==> src/sv/u8ssid_pkg.sv <==
// ---------------------------------------------------------------------------
// u8ssid_pkg
// shared types, constants and code point checks for the utf-8 string validator
// ---------------------------------------------------------------------------
package u8ssid_pkg;

    localparam int unsigned BYTE_W  = 8;
    localparam int unsigned PEND_W  = 2;
    localparam int unsigned LEN_W   = 3;
    localparam int unsigned POINT_W = 21;

    // sequence lengths
    localparam logic [LEN_W-1:0] LEN_ONE   = 3'd1;
    localparam logic [LEN_W-1:0] LEN_TWO   = 3'd2;
    localparam logic [LEN_W-1:0] LEN_THREE = 3'd3;
    localparam logic [LEN_W-1:0] LEN_FOUR  = 3'd4;

    // lead and continuation byte patterns
    localparam logic [BYTE_W-1:0] MASK_LEAD2 = 8'he0;
    localparam logic [BYTE_W-1:0] CODE_LEAD2 = 8'hc0;
    localparam logic [BYTE_W-1:0] MASK_LEAD3 = 8'hf0;
    localparam logic [BYTE_W-1:0] CODE_LEAD3 = 8'he0;
    localparam logic [BYTE_W-1:0] MASK_LEAD4 = 8'hf8;
    localparam logic [BYTE_W-1:0] CODE_LEAD4 = 8'hf0;
    localparam logic [BYTE_W-1:0] MASK_CONT  = 8'hc0;
    localparam logic [BYTE_W-1:0] CODE_CONT  = 8'h80;
    localparam logic [BYTE_W-1:0] ASCII_MAX  = 8'h7f;

    // code point limits
    localparam logic [POINT_W-1:0] MIN_TWO       = 21'h000080;
    localparam logic [POINT_W-1:0] MIN_THREE     = 21'h000800;
    localparam logic [POINT_W-1:0] MIN_FOUR      = 21'h010000;
    localparam logic [POINT_W-1:0] MAX_POINT     = 21'h10ffff;
    localparam logic [POINT_W-1:0] SURR_LO       = 21'h00d800;
    localparam logic [POINT_W-1:0] SURR_HI       = 21'h00dfff;
    localparam logic [POINT_W-1:0] C0_MAX        = 21'h00001f;
    localparam logic [POINT_W-1:0] DEL_POINT     = 21'h00007f;
    localparam logic [POINT_W-1:0] C1_MAX        = 21'h00009f;

    // decoder state carried between bytes of one string
    typedef struct packed {
        logic [PEND_W-1:0]  pending;
        logic [LEN_W-1:0]   seq_len;
        logic [POINT_W-1:0] point;
        logic               error;
    } dec_state_t;

    localparam dec_state_t DEC_CLEAR = '{
        pending: '0, seq_len: '0, point: '0, error: 1'b0
    };

    // true when a completed code point must be rejected
    function automatic logic point_rejected(
        input logic [POINT_W-1:0] cp,
        input logic [LEN_W-1:0]   len
    );
        logic overlong;
        logic surrogate;
        logic control;
        overlong  = ((len == LEN_TWO)   && (cp < MIN_TWO))
                 || ((len == LEN_THREE) && (cp < MIN_THREE))
                 || ((len == LEN_FOUR)  && ((cp < MIN_FOUR) || (cp > MAX_POINT)));
        surrogate = (cp >= SURR_LO) && (cp <= SURR_HI);
        control   = (cp <= C0_MAX) || ((cp >= DEL_POINT) && (cp <= C1_MAX));
        return overlong || surrogate || control;
    endfunction

endpackage

==> src/sv/utf8_ssid_validator_unit.sv <==
// ---------------------------------------------------------------------------
// utf8_ssid_validator_unit
// byte-serial utf-8 string checker with one verdict per string
// ---------------------------------------------------------------------------
//
// channel   ports                                   role
// -------   -------------------------------------   ----------------------------
// byte      byte_valid, byte_ready, data_byte,       one string byte per
//           last_byte                                transaction, last flags end
// verdict   verdict_valid, verdict_ready,            one transaction per string,
//           string_valid                             sent after its last byte
//
// a byte waits in the input register after acceptance, then the decode
// logic loads the state and verdict registers; verdict_valid rises once the
// last byte has passed through the input register, and a new byte is
// accepted every cycle unless the input register is stalled
// the verdict register is the only point of backpressure: a held verdict
// stalls the input register only when it holds another last byte
// reset clears the input valid, the decoder state and the verdict valid
// ---------------------------------------------------------------------------
module utf8_ssid_validator_unit (
    input  logic                         clk,
    input  logic                         rst_n,
    // byte channel
    input  logic                         byte_valid,
    output logic                         byte_ready,
    input  logic [u8ssid_pkg::BYTE_W-1:0] data_byte,
    input  logic                         last_byte,
    // verdict channel
    output logic                         verdict_valid,
    input  logic                         verdict_ready,
    output logic                         string_valid
);

    // input register
    logic                          in_vld_reg;
    logic                          in_vld_next;
    logic [u8ssid_pkg::BYTE_W-1:0] in_byte_reg;
    logic                          in_last_reg;

    // decoder state
    u8ssid_pkg::dec_state_t        dec_reg;
    u8ssid_pkg::dec_state_t        dec_next;
    u8ssid_pkg::dec_state_t        dec_taken;

    // verdict register
    logic                          out_vld_reg;
    logic                          out_vld_next;
    logic                          verdict_reg;
    logic                          verdict_next;

    logic                          byte_fire;
    logic                          dec_fire;
    logic                          out_fire;
    logic [u8ssid_pkg::POINT_W-1:0] point_shift;
    logic [u8ssid_pkg::PEND_W-1:0]  pend_dec;

    assign byte_fire = byte_valid && byte_ready;
    assign out_fire  = out_vld_reg && verdict_ready;

    // a non-last byte never needs the verdict register; a last byte needs it free
    assign dec_fire   = in_vld_reg && (!in_last_reg || !out_vld_reg || verdict_ready);
    assign byte_ready = !in_vld_reg || dec_fire;

    assign in_vld_next = byte_fire || (in_vld_reg && !dec_fire);

    // continuation byte appends six payload bits
    assign point_shift = {dec_reg.point[u8ssid_pkg::POINT_W-7:0], in_byte_reg[5:0]};
    assign pend_dec    = dec_reg.pending - u8ssid_pkg::PEND_W'(1);

    // decode one byte into the state
    always_comb
    begin
        dec_taken = dec_reg;
        if (!dec_reg.error)
        begin
            if (dec_reg.pending == '0)
            begin
                // lead byte
                priority if (in_byte_reg <= u8ssid_pkg::ASCII_MAX)
                begin
                    dec_taken.seq_len = u8ssid_pkg::LEN_ONE;
                    dec_taken.point   = u8ssid_pkg::POINT_W'(in_byte_reg);
                    dec_taken.error   = u8ssid_pkg::point_rejected(
                        u8ssid_pkg::POINT_W'(in_byte_reg), u8ssid_pkg::LEN_ONE);
                end
                else if ((in_byte_reg & u8ssid_pkg::MASK_LEAD2) == u8ssid_pkg::CODE_LEAD2)
                begin
                    dec_taken.seq_len = u8ssid_pkg::LEN_TWO;
                    dec_taken.pending = u8ssid_pkg::PEND_W'(1);
                    dec_taken.point   = u8ssid_pkg::POINT_W'(in_byte_reg[4:0]);
                end
                else if ((in_byte_reg & u8ssid_pkg::MASK_LEAD3) == u8ssid_pkg::CODE_LEAD3)
                begin
                    dec_taken.seq_len = u8ssid_pkg::LEN_THREE;
                    dec_taken.pending = u8ssid_pkg::PEND_W'(2);
                    dec_taken.point   = u8ssid_pkg::POINT_W'(in_byte_reg[3:0]);
                end
                else if ((in_byte_reg & u8ssid_pkg::MASK_LEAD4) == u8ssid_pkg::CODE_LEAD4)
                begin
                    dec_taken.seq_len = u8ssid_pkg::LEN_FOUR;
                    dec_taken.pending = u8ssid_pkg::PEND_W'(3);
                    dec_taken.point   = u8ssid_pkg::POINT_W'(in_byte_reg[2:0]);
                end
                else
                begin
                    // stray continuation or invalid lead
                    dec_taken.error = 1'b1;
                end
            end
            else if ((in_byte_reg & u8ssid_pkg::MASK_CONT) != u8ssid_pkg::CODE_CONT)
            begin
                // expected continuation missing
                dec_taken.error = 1'b1;
            end
            else
            begin
                dec_taken.point   = point_shift;
                dec_taken.pending = pend_dec;
                // sequence complete: range, overlong, surrogate and control checks
                if (pend_dec == '0)
                begin
                    dec_taken.error = u8ssid_pkg::point_rejected(point_shift,
                                                                  dec_reg.seq_len);
                end
            end
        end
    end

    // state update, verdict on the last byte and clear for the next string
    always_comb
    begin
        dec_next     = dec_reg;
        out_vld_next = out_vld_reg && !out_fire;
        verdict_next = verdict_reg;
        if (dec_fire)
        begin
            if (in_last_reg)
            begin
                // a cut-short sequence also fails the string
                dec_next     = u8ssid_pkg::DEC_CLEAR;
                out_vld_next = 1'b1;
                verdict_next = !(dec_taken.error || (dec_taken.pending != '0));
            end
            else
            begin
                dec_next = dec_taken;
            end
        end
    end

    always_ff @(posedge clk or negedge rst_n)
    begin
        if (!rst_n)
        begin
            in_vld_reg  <= 1'b0;
            dec_reg     <= u8ssid_pkg::DEC_CLEAR;
            out_vld_reg <= 1'b0;
        end
        else
        begin
            in_vld_reg  <= in_vld_next;
            dec_reg     <= dec_next;
            out_vld_reg <= out_vld_next;
        end
    end

    // payload registers
    always_ff @(posedge clk)
    begin
        if (byte_fire)
        begin
            in_byte_reg <= data_byte;
            in_last_reg <= last_byte;
        end
        verdict_reg <= verdict_next;
    end

    assign verdict_valid = out_vld_reg;
    assign string_valid  = verdict_reg;

    // ---------------------------------------------------------------------
    // assertions
    // ---------------------------------------------------------------------

    // a last byte leaves the decoder clear for the next string
    assert property (@(posedge clk) disable iff (!rst_n)
        dec_fire && in_last_reg |=> (dec_reg.pending == '0) && !dec_reg.error
                                    && (dec_reg.seq_len == '0))
    else $error("decoder state not cleared after last byte");

    // continuation bytes outstanding never exceed the sequence length
    assert property (@(posedge clk) disable iff (!rst_n)
        (dec_reg.pending != '0) |-> (dec_reg.seq_len > {1'b0, dec_reg.pending}))
    else $error("pending count inconsistent with sequence length");

    // a verdict appears only after a last byte went through the decoder
    assert property (@(posedge clk) disable iff (!rst_n)
        $rose(out_vld_reg) |-> $past(dec_fire && in_last_reg))
    else $error("verdict raised without a last byte");

    // input stage stalls only while it holds a last byte behind a held verdict
    assert property (@(posedge clk) disable iff (!rst_n)
        !byte_ready |-> in_vld_reg && in_last_reg && out_vld_reg && !verdict_ready)
    else $error("input stalled without cause");

endmodule
==> config.mk <==
export PLATFORM = sky130hd
export DESIGN_NAME = utf8_ssid_validator_unit
export DESIGN_NICKNAME = d
export VERILOG_FILES = /design/src/sv/u8ssid_pkg.sv /design/src/sv/utf8_ssid_validator_unit.sv
export SDC_FILE = /design/constraint.sdc
export NUM_CORES = 1
export LEC_CHECK = 0
export BUFFER_PORTS_ARGS = -buffer_cell sky130_fd_sc_hd__buf_2
export CAP_MARGIN = 40
export CORE_MARGIN = 2
export CORE_UTILIZATION = 45
export CTS_BUF_LIST = sky130_fd_sc_hd__clkbuf_16
export CTS_CLUSTER_SIZE = 8
export DETAILED_ROUTE_END_ITERATION = 6
export PLACE_DENSITY = 0.74
export SYNTH_ARGS = -nofsm -noshare
export SYNTH_HDL_FRONTEND = slang
export SYNTH_SLANG_ARGS = --single-unit
==> constraint.sdc <==
create_clock -name clk -period 3.4 [get_ports clk]
set_input_delay 0.68 -clock clk [delete_from_list [all_inputs] [get_ports clk]]
set_output_delay 0.68 -clock clk [all_outputs]
set_load 0.005 [all_outputs]
# Word-level counts from Yosys, hierarchy flattened
# Cells that the tools add are included.
[totals] out_inout_bits=3 inputBits=13 word_cells=89 reg_bits=33
[classes] n_reduce_logical=37 n_eq_ne=10 n_addsub=1 order_cmp=13 n_mux=19
[ops] cell="26-bit 2-to-1 mux" n=3
[ops] cell="27-bit 2-to-1 mux" n=2
[ops] cell="25-bit 2-to-1 mux" n=1
[ops] cell="22-bit 2-to-1 mux" n=1
[ops] cell="21-bit by 16-bit greater-or-equal comparator with 1-bit output, second input constant" n=1
[ops] cell="21-bit by 7-bit greater-or-equal comparator with 1-bit output, second input constant" n=1
[ops] cell="21-bit > comparator, second input constant" n=1
[ops] cell="21-bit by 16-bit less-or-equal comparator with 1-bit output, second input constant" n=1
[ops] cell="21-bit by 5-bit less-or-equal comparator with 1-bit output, second input constant" n=1
[ops] cell="21-bit by 8-bit less-or-equal comparator with 1-bit output, second input constant" n=1
[ops] cell="21-bit by 12-bit < comparator with 1-bit output, second input constant" n=1
[ops] cell="21-bit by 17-bit < comparator with 1-bit output, second input constant" n=1
[ops] cell="21-bit by 8-bit < comparator with 1-bit output, second input constant" n=1
[ops] cell="21-bit 2-to-1 mux" n=1
[ops] cell="1-bit logical OR" n=12
[ops] cell="1-bit logical AND" n=11
[ops] cell="8-bit by 7-bit greater-or-equal comparator with 1-bit output, second input constant" n=1
[ops] cell="8-bit by 5-bit less-or-equal comparator with 1-bit output, second input constant" n=1
[ops] cell="8-bit by 7-bit less-or-equal comparator with 1-bit output, second input constant" n=1
[ops] cell="8-bit less-or-equal comparator, second input constant" n=1
[ops] cell="4-bit AND reduction" n=2
[ops] cell="1-bit 2-to-1 mux" n=7
[ops] cell="3-bit by 2-bit == test with 1-bit output, second input constant" n=2
[ops] cell="3-bit == test, second input constant" n=2
[ops] cell="other kinds (13)" n=23

# Logic depth before layout (Yosys ltp)
# Gate-level depths: netlist (run 1).
[depth] ltp_word=13 mapped_depth=8 mapped_depth_nobuf=7

# Least setup slack after synthesis (run 1)
# No wires, ideal clock.
[synth_path] path_type="reg2reg" startpoint="register dec_reg[25] (netlist name)" endpoint="register verdict_reg, in the netlist string_valid (data pin)" setup_slack_ns=1.444 period_less_slack_ns=1.956 t_required_ns=3.250 setup_ns=0.150 arrival_time_ns=1.806 path_buffers=1 stages_incl_launch_ff=9 path_cell_list="dfrtp_1 -> inv_1 -> ha_1 -> buf_6 -> o21ai_0 -> a21oi_2 -> o211ai_1 -> or4_4 -> nor3_2"
[synth_via] elab_chain_cells=9 elab_cells_between_ends=16 cone_classes="1 x add/sub; 10 x mux; 5 x reduce/logical"
[synth_lines] element="from (decl)" line_no="utf8_ssid_validator_unit.sv:42" rtl="u8ssid_pkg::dec_state_t dec_reg;"
[synth_lines] element="from (signal assigned)" line_no="utf8_ssid_validator_unit.sv:157" rtl="dec_reg <= u8ssid_pkg::DEC_CLEAR;"
[synth_lines] element="from (signal assigned)" line_no="utf8_ssid_validator_unit.sv:163" rtl="dec_reg <= dec_next;"
[synth_lines] element="branches (longest 5 deep; another with 2-bit by 1-bit subtractor with 2-bit output)"
[synth_lines] element="27-bit 2-to-1 mux *" line_no="utf8_ssid_validator_unit.sv:75" rtl="if (!dec_reg.error)"
[synth_lines] element="2-bit nonzero test" line_no="utf8_ssid_validator_unit.sv:143" rtl="verdict_next = !(dec_taken.error || (dec_taken.pending != '0));"
[synth_lines] element="1-bit logical OR *" line_no="utf8_ssid_validator_unit.sv:143"
[synth_lines] element="1-bit logical NOT *" line_no="utf8_ssid_validator_unit.sv:143"
[synth_lines] element="to (signal assigned)" line_no="utf8_ssid_validator_unit.sv:176" rtl="verdict_reg <= verdict_next;"
[synth_lines] element="to (decl)" line_no="utf8_ssid_validator_unit.sv:49" rtl="logic verdict_reg;"
# Mark *: on every way between the ends. The select of a mux whose other input is x is not followed.
# A chain may end at the register's enable or synchronous reset.

# Worst setup path in the final report (run 1)
# Ends and elaborated chain as after synthesis.

==> results.sh, run 1 <==
export IMPL_setup_viol=0
export IMPL_synthArstFlopShare_pct=69.7
export IMPL_cts_resized=0
export IMPL_io_buffers=15
export IMPL_synthFlopType="dfrtp_1"
export IMPL_syn2layout_area_growth_pct=13.5
export IMPL_rr_worst_depth=7
export IMPL_top_level_ports=16
export IMPL_grt_max_degree=24
export IMPL_fmax_ghz=0.430
export IMPL_yosysUniqueCellTypes=47
export IMPL_period_share_pct=68.5
export IMPL_wl_per_cell_um=13.8
export IMPL_rsz0062_at_grt="false"
export IMPL_clock_path_buffers=2
export IMPL_finalNonFillerCells=240
export IMPL_multi_input_area_sq_um=788
export IMPL_clk_pin_slew_ns=0.05
export IMPL_p_leak_nw=0.861
export IMPL_finalSetupTns_ns=0
export IMPL_avgSynthCellArea_sq_um=10.3
export IMPL_worstMarginPinSlew_ns=0.519
export IMPL_placed_cells=232
export IMPL_hold_worst_slack_ns=0.374
export IMPL_cts_hold_buf=0
export IMPL_ir_drop_mv=0.355
export IMPL_insertion_delay_ns=0.28
export IMPL_nets=206
export IMPL_initial_core_util_pct=47.8
export IMPL_drv_slew=0
export IMPL_dieArea_sq_um=4500
export IMPL_first_global_vias=1255
export IMPL_skew_ns=0.00333
export IMPL_period_needed_ns=2.33
export IMPL_grtUsageMet1_pct=24.3
export IMPL_yosysSeqAreaShare_pct=48.9
export IMPL_ys_top_cells_by_area="dfrtp_1 32%, edfxtp_1 17%, mux2i_1 7.3%, inv_1 4.2%, nand2_1 4.0%"
export IMPL_finalHoldViolCount=0
export IMPL_viasPerCell=5.45
export IMPL_syn_nets=189
export IMPL_grt_overflow=0
export IMPL_n_antenna_cell=0
export IMPL_startpoint_type="register"
export IMPL_path_max_fanout=13
export IMPL_detailed_place_hpwl_mm=2.45
export IMPL_r2r_end="string_valid$_DFFE_PP_"
export IMPL_slew_limit_headroom_pct=65.4
export IMPL_yosysWarnings=0
export IMPL_synthMostInstantiatedCell="dfrtp_1"
export IMPL_cts_tree="yes"
export IMPL_route_detailed_drc=0
export IMPL_die_w_um=67.1
export IMPL_synth_top_cells_by_count="23 x dfrtp_1, 20 x inv_1, 19 x nand2_1, 13 x mux2i_1, 11 x o21ai_0"
export IMPL_use_met3_pct=4.05
export IMPL_synth_top_area_share_pct=32.1
export IMPL_power_density_nw_per_um2=575
export IMPL_synth_edf_count=10
export IMPL_post_cts_buffers=0
export IMPL_grt_busiest_layer="met2"
export IMPL_r2r_slack_ns=1.07
export IMPL_firstDrtPassIters=4
export IMPL_antenna_found_initial=0
export IMPL_cts_buffers=5
export IMPL_globalRouteTotalUtil_pct=17.8
export IMPL_maxCapViolations=0
export IMPL_r2r_start="dec_reg[25]$_DFFE_PN0P_"
export IMPL_largest_reg_flops=21
export IMPL_synth_top_area_cell="dfrtp_1"
export IMPL_drive_gt1_share_pct=17.2
export IMPL_synth_cells=174
export IMPL_num_rows=22
export IMPL_use_met2_pct=27.1
export IMPL_hp_class="in2async"
export IMPL_status="finished clean"
export IMPL_ys_seq_elements=33
export IMPL_cp_arrival_ns=2.44
export IMPL_num_vias=1309
export IMPL_postRouteAntennaNets=0
export IMPL_fillers=336
export IMPL_worst_ep_required_time_ns=3.52
export IMPL_cts_sinks=33
export IMPL_cts_htree_levels=2
export IMPL_regArea_sq_um=876
export IMPL_gp_congestion=0.851
export IMPL_clock_tree_root_cell="clkbuf_16"
export IMPL_grt_pass1_wl_mm=5.87
export IMPL_worstSetupEndpointType="register"
export IMPL_worstSetupPathType="reg2reg"
export IMPL_routed_wl_mm=3.32
export IMPL_drt_initial_drc_count=83
export IMPL_die_h_um=67.1
export IMPL_synth_area_sq_um=1790
export IMPL_core_sq_um=3740
-- routing by layer --
metal	share of wire, %	up-vias
met5	0	-
met4	1.8	0
met3	4.5	7
met2	46	33
met1	47	614
li1	-	655
-- kinds of logic (layout without fill, tap and decap cells) --
family / after synthesis / after routing / share of synthesized area (%)
and+or+nand+nor: 64 / 64 / 20.8
AOI/OAI and AO/OA: 33 / 33 / 13.3
DFF: 33 / 33 / 48.9
buffers and inverters: 27 / 45 / 7.06
muxes: 15 / 15 / 8.53
adders and majority gates: 2 / 2 / 1.40
-- through the flow --
stage	util (%)	power, mW	worst slack, ns	cell area (sq um)
after floorplan	-	0.695	1.44	1790
after global placement	50.2	0.747	1.02	1880
after detailed placement	50.6	0.756	1.10	1890
after CTS	54.3	1.17	1.10	2030
after global routing	54.3	1.23	0.973	2030
final	54.3	1.17	1.07	2030
-- area by class of cell --
class,count,share of cell area (%)
well taps,48,2.96
inverters,21,3.88
multi-input cells,114,38.8
clock buffers,5,6.16
repair buffers,16,4.43
flip-flops and latches,33,43.1
clock inverters,3,0.677
-- power by group --
| part | leakage (nW) | internal, mW | switching, mW |
|---|---|---|---|
| Sequential | 0.407 | 0.457 | 0.0476 |
| Combinational | 0.379 | 0.109 | 0.139 |
| Clock | 0.0748 | 0.265 | 0.151 |
| Total | 0.861 | 0.831 | 0.337 |
-- cell usage in the layout, fill, tap and decap left out, types with 2 or more instances in the layout --
| cell | instances |
|---|---|
| nand4b_1 | 2 |
| or3_1 | 2 |
| and4_1 | 2 |
| a22o_1 | 3 |
| nand4_1 | 4 |
| a21oi_1 | 5 |
| nand2b_1 | 2 |
| nor2_1 | 8 |
| nand3_1 | 3 |
| mux2i_1 | 13 |
| nor3b_1 | 2 |
| mux2_1 | 2 |
| clkbuf_16 | 5 |
| edfxtp_1 | 10 |
| nand2_1 | 19 |
| o21ai_0 | 11 |
| dfrtp_1 | 23 |
| o31ai_1 | 2 |
| and2_1 | 2 |
| o211a_1 | 2 |
| o211ai_1 | 2 |
| ha_1 | 2 |
| nand3b_1 | 3 |
| or2_2 | 2 |
| inv_1 | 21 |
| clkinv_2 | 2 |
| nor3_1 | 3 |
| buf_2 | 15 |
-- critical path, stage by stage (launching register included) --
cell and delay, ns:
dfrtp_1 0.43, inv_1 0.10, ha_1 0.41, o21ai_0 0.20
a21oi_2 0.16, o211ai_1 0.10, or4_4 0.57, nor3_2 0.20
-- how the worst max path moves through the flow --
stage | startpoint | to | slack (ns) | depth (start not counted)
finish | dec_reg[25]$_DFFE_PN0P_ | string_valid$_DFFE_PP_ | 1.07 | 7
global route | dec_reg[25]$_DFFE_PN0P_ | string_valid$_DFFE_PP_ | 0.97 | 7
CTS | dec_reg[25]$_DFFE_PN0P_ | string_valid$_DFFE_PP_ | 1.10 | 7
detailed placement | dec_reg[25]$_DFFE_PN0P_ | string_valid$_DFFE_PP_ | 1.10 | 7
global placement | verdict_ready | dec_reg[6]$_DFFE_PN0P_ | 1.02 | 5
floorplan | dec_reg[25]$_DFFE_PN0P_ | string_valid$_DFFE_PP_ | 1.44 | 8
Power figures use the tool's default switching activity.
==> inputs of run 2 (changes only) <==
--- a/config.mk
+++ b/config.mk
@@ -5,6 +5,7 @@
 export SDC_FILE = /design/constraint.sdc
 export NUM_CORES = 1
 export LEC_CHECK = 0
+export ABC_AREA = 1
 export BUFFER_PORTS_ARGS = -buffer_cell sky130_fd_sc_hd__buf_2
 export CAP_MARGIN = 40
 export CORE_MARGIN = 2
==> constraint.sdc (replaced) <==
create_clock -name clk -period 2.34 [get_ports clk]
set_input_delay 0.468 -clock clk [delete_from_list [all_inputs] [get_ports clk]]
set_output_delay 0.468 -clock clk [all_outputs]
set_load 0.005 [all_outputs]
==> results.sh, run 2 <==
export IMPL_period_share_pct=76.1
export IMPL_path_max_fanout=30
export IMPL_drt_initial_drc_count=97
export IMPL_syn2layout_area_growth_pct=14.9
export IMPL_hp_class="in2async"
export IMPL_globalRouteTotalUtil_pct=16.5
export IMPL_num_vias=1529
export IMPL_place_ws_ns=0.600
export IMPL_startpoint_type="register"
export IMPL_synth_top_cells_by_count="55 x nand2_1, 27 x nor2_1, 23 x dfrtp_1, 18 x inv_1, 18 x nand2_2"
export IMPL_slew_limit_headroom_pct=64.6
export IMPL_grt_max_degree=31
export IMPL_yosysUniqueCellTypes=30
export IMPL_yosysSeqAreaShare_pct=45.8
export IMPL_ys_seq_elements=33
export IMPL_worst_ep_required_time_ns=2.50
export IMPL_route_detailed_drc=0
export IMPL_wl_per_cell_um=11.9
export IMPL_stdcell_area_sq_um=2200
export IMPL_post_cts_buffers=0
export IMPL_cts_sinks=33
export IMPL_synth_cells=230
export IMPL_ys_top_cells_by_area="dfrtp_1 30%, edfxtp_1 16%, nand2_1 11%, o21ai_2 7.3%, nand2_2 5.9%"
export IMPL_fmax_ghz=0.562
export IMPL_ir_drop_mv=0.479
export IMPL_cp_num_buf_inv=3
export IMPL_setup_viol=0
export IMPL_insertion_delay_ns=0.28
export IMPL_worstMarginPinSlew_ns=0.531
export IMPL_grt_pass1_wl_mm=6.37
export IMPL_gp_congestion=0.836
export IMPL_place_area_sq_um=2040
export IMPL_finalHoldViolCount=0
export IMPL_top_level_ports=16
export IMPL_synth_edf_count=10
export IMPL_skew_ns=0.00557
export IMPL_clk_pin_slew_ns=0.05
export IMPL_die_h_um=69.2
export IMPL_cp_top_family="buffers and inverters"
export IMPL_max_stage_delay_ns=0.40
export IMPL_path_cells="inv_1 -> ha_1 -> inv_2 -> a31oi_2 -> o21ai_4 -> buf_12 -> nand2_2 -> o21ai_2"
export IMPL_p_leak_nw=1.00
export IMPL_placed_cells=292
export IMPL_routed_wl_mm=3.57
export IMPL_drive_gt1_share_pct=28.0
export IMPL_worstSetupEndpointType="register"
export IMPL_setup_ws_ns=0.560
export IMPL_power_mw=2.48
export IMPL_worstSetupPathType="reg2reg"
export IMPL_synth_top_area_share_pct=30.1
export IMPL_synthArstFlopShare_pct=69.7
export IMPL_viasPerCell=5.10
export IMPL_layout_common_cells="55 x nand2_1, 27 x nor2_1, 23 x dfrtp_1"
export IMPL_clock_path_buffers=2
export IMPL_largest_reg_flops=21
export IMPL_power_density_nw_per_um2=1130
export IMPL_first_global_vias=1492
export IMPL_finalNonFillerCells=300
export IMPL_postRouteAntennaNets=0
export IMPL_initial_core_util_pct=47.1
export IMPL_synth_top_area_cell="dfrtp_1"
export IMPL_cts_buffers=5
export IMPL_yosysWarnings=0
export IMPL_nets=264
export IMPL_status="finished clean"
export IMPL_period_needed_ns=1.78
export IMPL_avgSynthCellArea_sq_um=8.32
export IMPL_synthFlopType="dfrtp_1"
export IMPL_cp_arrival_ns=1.94
export IMPL_io_buffers=15
export IMPL_finalSetupTns_ns=0
export IMPL_antenna_found_initial=0
export IMPL_num_rows=23
export IMPL_firstDrtPassIters=4
export IMPL_cts_htree_levels=2
export IMPL_synth_area_sq_um=1910
export IMPL_die_w_um=69.2
export IMPL_cts_hold_buf=0
export IMPL_detailed_place_hpwl_mm=2.61
export IMPL_n_antenna_cell=0
export IMPL_clock_tree_root_cell="clkbuf_16"
export IMPL_grt_overflow=0
export IMPL_layout_commonest_cell="nand2_1"
export IMPL_rsz0062_at_grt="false"
export IMPL_cts_resized=0
export IMPL_maxCapViolations=0
export IMPL_syn_nets=245
export IMPL_fillers=375
export IMPL_synthMostInstantiatedCell="nand2_1"
export IMPL_cts_tree="yes"
export IMPL_drv_slew=0
export IMPL_core_sq_um=4060
export IMPL_crit_path_top_delay_cell="dfrtp_1"
export IMPL_dieArea_sq_um=4790
run 2: cell count changes in the layout (fill, tap and decap cells not counted), sizes merged, moves of 3 or more:
| cell | change |
|---|---|
| nand2 | +53 |
| nor2 | +23 |
| o21ai | +14 |
| mux2i | -13 |
| nand3 | +9 |
| nand4 | -4 |
| a21oi | +3 |
| a22o | -3 |
run 2: final timing paths:
check / startpoint / end / slack, ns / depth (start not counted)
min in group clk: data_byte[4] / in_byte_reg[4]$_DFFE_PP_ / 0.37 / 1
worst max-delay path: dec_reg[25]$_DFFE_PN0P_ / dec_reg[3]$_DFFE_PN0P_ / 0.56 / 8
worst max register to register: dec_reg[25]$_DFFE_PN0P_ / dec_reg[3]$_DFFE_PN0P_ / 0.56 / 8
max in group asynchronous: rst_n / in_vld_reg$_DFF_PN0_ / 1.81 / 1
worst min register to register: dec_reg[1]$_DFFE_PN0P_ / dec_reg[1]$_DFFE_PN0P_ / 0.49 / 2
worst min-delay path: rst_n / dec_reg[13]$_DFFE_PN0P_ / 0.16 / 1
run 2: cells by family after synthesis:
| logic type | share of synthesized area, % |
|---|---|
| fa+ha+maj | 1.31 |
| simple gates | 29.4 |
| buf+inv | 7.32 |
| flops | 45.8 |
| compound gates | 16.2 |
run 2: power by group:
| group | internal (mW) | switching [mW] | total, mW |
|---|---|---|---|
| registers | 0.713 | 0.116 | 0.829 |
| clock network | 0.493 | 0.222 | 0.715 |
| logic | 0.341 | 0.598 | 0.940 |
run 2: final cells by class:
cell class	count	area, sq um	area share (%)
inverter	24	90.1	4.10
tap	50	62.6	2.85
multi-input combinational	168	905	41.1
sequential	33	876	39.8
timing repair buffer	17	103	4.67
clock inverter	3	37.5	1.71
clock buffer	5	125	5.69
run 2: per-layer routing:
layer  global-route usage, %  part of all wire (%)  up-vias
met3                    3.63                   4.6        6
met2                    27.4                    49       35
met1                    20.6                    45      703
met4                    7.84                   2.2        0
met5                       0                     0        -
li1                        -                     -      785
run 2: through the flow:
step           utilization [%]  hold slack [ns]
2_1_floorplan                -            0.172
3_3_place_gp              50.2            0.472
3_5_place_dp              50.2            0.475
4_1_cts                   54.2            0.185
5_1_grt                   54.2            0.204
6_report                  54.2            0.165
==> inputs of run 3 (changes only) <==
--- a/config.mk
+++ b/config.mk
@@ -13,7 +13,7 @@
 export CTS_BUF_LIST = sky130_fd_sc_hd__clkbuf_16
 export CTS_CLUSTER_SIZE = 8
 export DETAILED_ROUTE_END_ITERATION = 6
-export PLACE_DENSITY = 0.74
+export PLACE_DENSITY = 0.76
 export SYNTH_ARGS = -nofsm -noshare
 export SYNTH_HDL_FRONTEND = slang
 export SYNTH_SLANG_ARGS = --single-unit
==> constraint.sdc (replaced) <==
create_clock -name clk -period 1.6 [get_ports clk]
set_input_delay 0.32 -clock clk [delete_from_list [all_inputs] [get_ports clk]]
set_output_delay 0.32 -clock clk [all_outputs]
set_load 0.005 [all_outputs]
==> results.sh, run 3 (synthesis results as in run 2) <==
export IMPL_status="finished clean"
export IMPL_n_antenna_cell=0
export IMPL_clk_pin_slew_ns=0.05
export IMPL_place_area_sq_um=2110
export IMPL_grt_pass1_wl_mm=6.18
export IMPL_postLayoutCoreUtil_pct=57.5
export IMPL_antenna_found_initial=0
export IMPL_ir_drop_mv=0.787
export IMPL_firstDrtPassIters=4
export IMPL_syn2layout_area_growth_pct=22.0
export IMPL_power_internal_mw=2.31
export IMPL_startpoint_type="register"
export IMPL_slew_limit_headroom_pct=63.9
export IMPL_nets=276
export IMPL_finalNonFillerCells=312
export IMPL_path_common_cell="nand2_1"
export IMPL_setup_viol=0
export IMPL_cp_top_family="simple AND/OR/NAND/NOR gates"
export IMPL_hold_worst_slack_ns=0.0220
export IMPL_period_needed_ns=1.53
export IMPL_pwr_share_seq_pct=31.5
export IMPL_period_share_pct=95.8
export IMPL_power_frac_clock_pct=23.0
export IMPL_path_max_fanout=4
export IMPL_p_leak_nw=1.07
export IMPL_routed_wl_mm=3.77
export IMPL_cts_tree="yes"
export IMPL_maxCapViolations=0
export IMPL_path_cells="nand2_2 -> inv_2 -> nand2_2 -> clkinv_1 -> a21oi_1 -> o21ai_1 -> nand2_1 -> nand2_1 -> nand2_1 -> nor2_1"
export IMPL_drive_gt1_share_pct=36.6
export IMPL_die_h_um=69.2
export IMPL_worstSetupStartpoint="in_byte_reg[7]$_DFFE_PP_"
export IMPL_cts_hold_buf=0
export IMPL_gp_congestion=0.938
export IMPL_grt_max_degree=31
export IMPL_clock_path_buffers=2
export IMPL_hp_class="in2async"
export IMPL_worstSetupEndpointType="register"
export IMPL_detailed_place_hpwl_mm=2.76
export IMPL_setup_ws_ns=0.0669
export IMPL_layout_commonest_cell="nand2_1"
export IMPL_grt_overflow=0
export IMPL_viasPerCell=5.11
export IMPL_cts_sinks=33
export IMPL_worst_ep_required_time_ns=1.63
export IMPL_drt_initial_drc_count=111
export IMPL_skew_ns=0.00478
export IMPL_dieArea_sq_um=4790
export IMPL_postRouteAntennaNets=0
export IMPL_r2r_start="in_byte_reg[7]$_DFFE_PP_"
export IMPL_first_global_vias=1389
export IMPL_largest_reg_flops=21
export IMPL_power_switching_mw=1.49
export IMPL_route_detailed_drc=0
export IMPL_cts_buffers=5
export IMPL_fmax_ghz=0.652
export IMPL_initial_core_util_pct=47.1
export IMPL_cp_num_buf_inv=2
export IMPL_cts_htree_levels=2
export IMPL_finalSetupTns_ns=0
export IMPL_io_buffers=15
export IMPL_clock_tree_root_cell="clkbuf_16"
export IMPL_num_rows=23
export IMPL_power_density_nw_per_um2=1630
export IMPL_swShare_pct=39.2
export IMPL_wl_per_cell_um=12.1
export IMPL_fillers=363
export IMPL_power_mw=3.81
export IMPL_num_vias=1595
export IMPL_drv_slew=0
export IMPL_placed_cells=302
export IMPL_place_ws_ns=-0.00836
export IMPL_finalHoldViolCount=0
export IMPL_stdcell_area_sq_um=2330
export IMPL_layout_common_cells="53 x nand2_1, 21 x dfrtp_1, 20 x inv_1, 20 x nor2_1, 20 x nand2_2"
export IMPL_worstSetupPathType="reg2reg"
export IMPL_globalRouteTotalUtil_pct=16.5
export IMPL_core_sq_um=4060
export IMPL_worstMarginPinSlew_ns=0.541
export IMPL_pwr_share_comb_pct=45.5
export IMPL_top_level_ports=16
export IMPL_die_w_um=69.2
export IMPL_crit_path_top_delay_cell="edfxtp_1"
export IMPL_insertion_delay_ns=0.28
export IMPL_cp_arrival_ns=1.57
export IMPL_max_stage_delay_ns=0.46
export IMPL_rsz0062_at_grt="false"
run 3: changes by cell type in the layout (fill, tap and decap cells not counted), moves of 2 or more:
cell,before,now
buf_4,1,13
nor2_1,27,20
nor2_2,2,6
nor2_4,2,5
dfrtp_1,23,21
dfrtp_2,0,2
nand2_1,55,53
nand2_2,18,20
run 3: power by group through the flow:
stage / Sequential, mW / Combinational [mW] / Clock [mW]
after global placement: 1.19 / 1.48 / 0
after global routing: 1.22 / 1.93 / 0.944
after floorplan: 1.16 / 1.13 / 0
after CTS: 1.19 / 1.53 / 0.900
after detailed placement: 1.20 / 1.52 / 0
final: 1.20 / 1.73 / 0.875
run 3: timing repair:
item / CTS / global route
pin swaps: 0 / 4
resized for setup: 1 / 20
endpoints found under the setup margin: 1 / 13
gates cloned: 0 / 0
setup buffers: 0 / 2
run 3: final timing paths:
kind | to | slack [ns] | cells after the start
worst min-delay path | dec_reg[15]$_DFFE_PN0P_ | 0.02 | 1
min in group clk | in_last_reg$_DFFE_PP_ | 0.22 | 1
worst min register to register | dec_reg[1]$_DFFE_PN0P_ | 0.48 | 2
worst max-delay path | string_valid$_DFFE_PP_ | 0.07 | 10
max in group asynchronous | dec_reg[6]$_DFFE_PN0P_ | 1.18 | 1
worst max register to register | string_valid$_DFFE_PP_ | 0.07 | 10
run 3: area by class of cell:
class	instances	area (sq um)	area share [%]
multi-input combinational	168	971	41.6
timing repair buffer	29	193	8.26
clock inverter	3	11.3	0.483
inverter	24	92.6	3.97
clock buffer	5	125	5.36
sequential	33	878	37.6
tap	50	62.6	2.68
run 3: worst register-to-register path, cell delays in order (launching register included):
cell	delay [ns]
edfxtp_1	0.46
nand2_2	0.17
inv_2	0.05
nand2_2	0.07
clkinv_1	0.08
a21oi_1	0.13
o21ai_1	0.07
nand2_1	0.07
nand2_1	0.06
nand2_1	0.07
nor2_1	0.04
run 3: per-layer routing:
| metal | vias to the layer above | routed length (um) | track usage (%) |
|---|---|---|---|
| li1 | 811 | - | - |
| met1 | 730 | 1700 | 21.2 |
| met2 | 48 | 1800 | 25.5 |
| met3 | 6 | 198 | 4.80 |
| met4 | 0 | 72 | 7.63 |
| met5 | - | 0 | 0 |
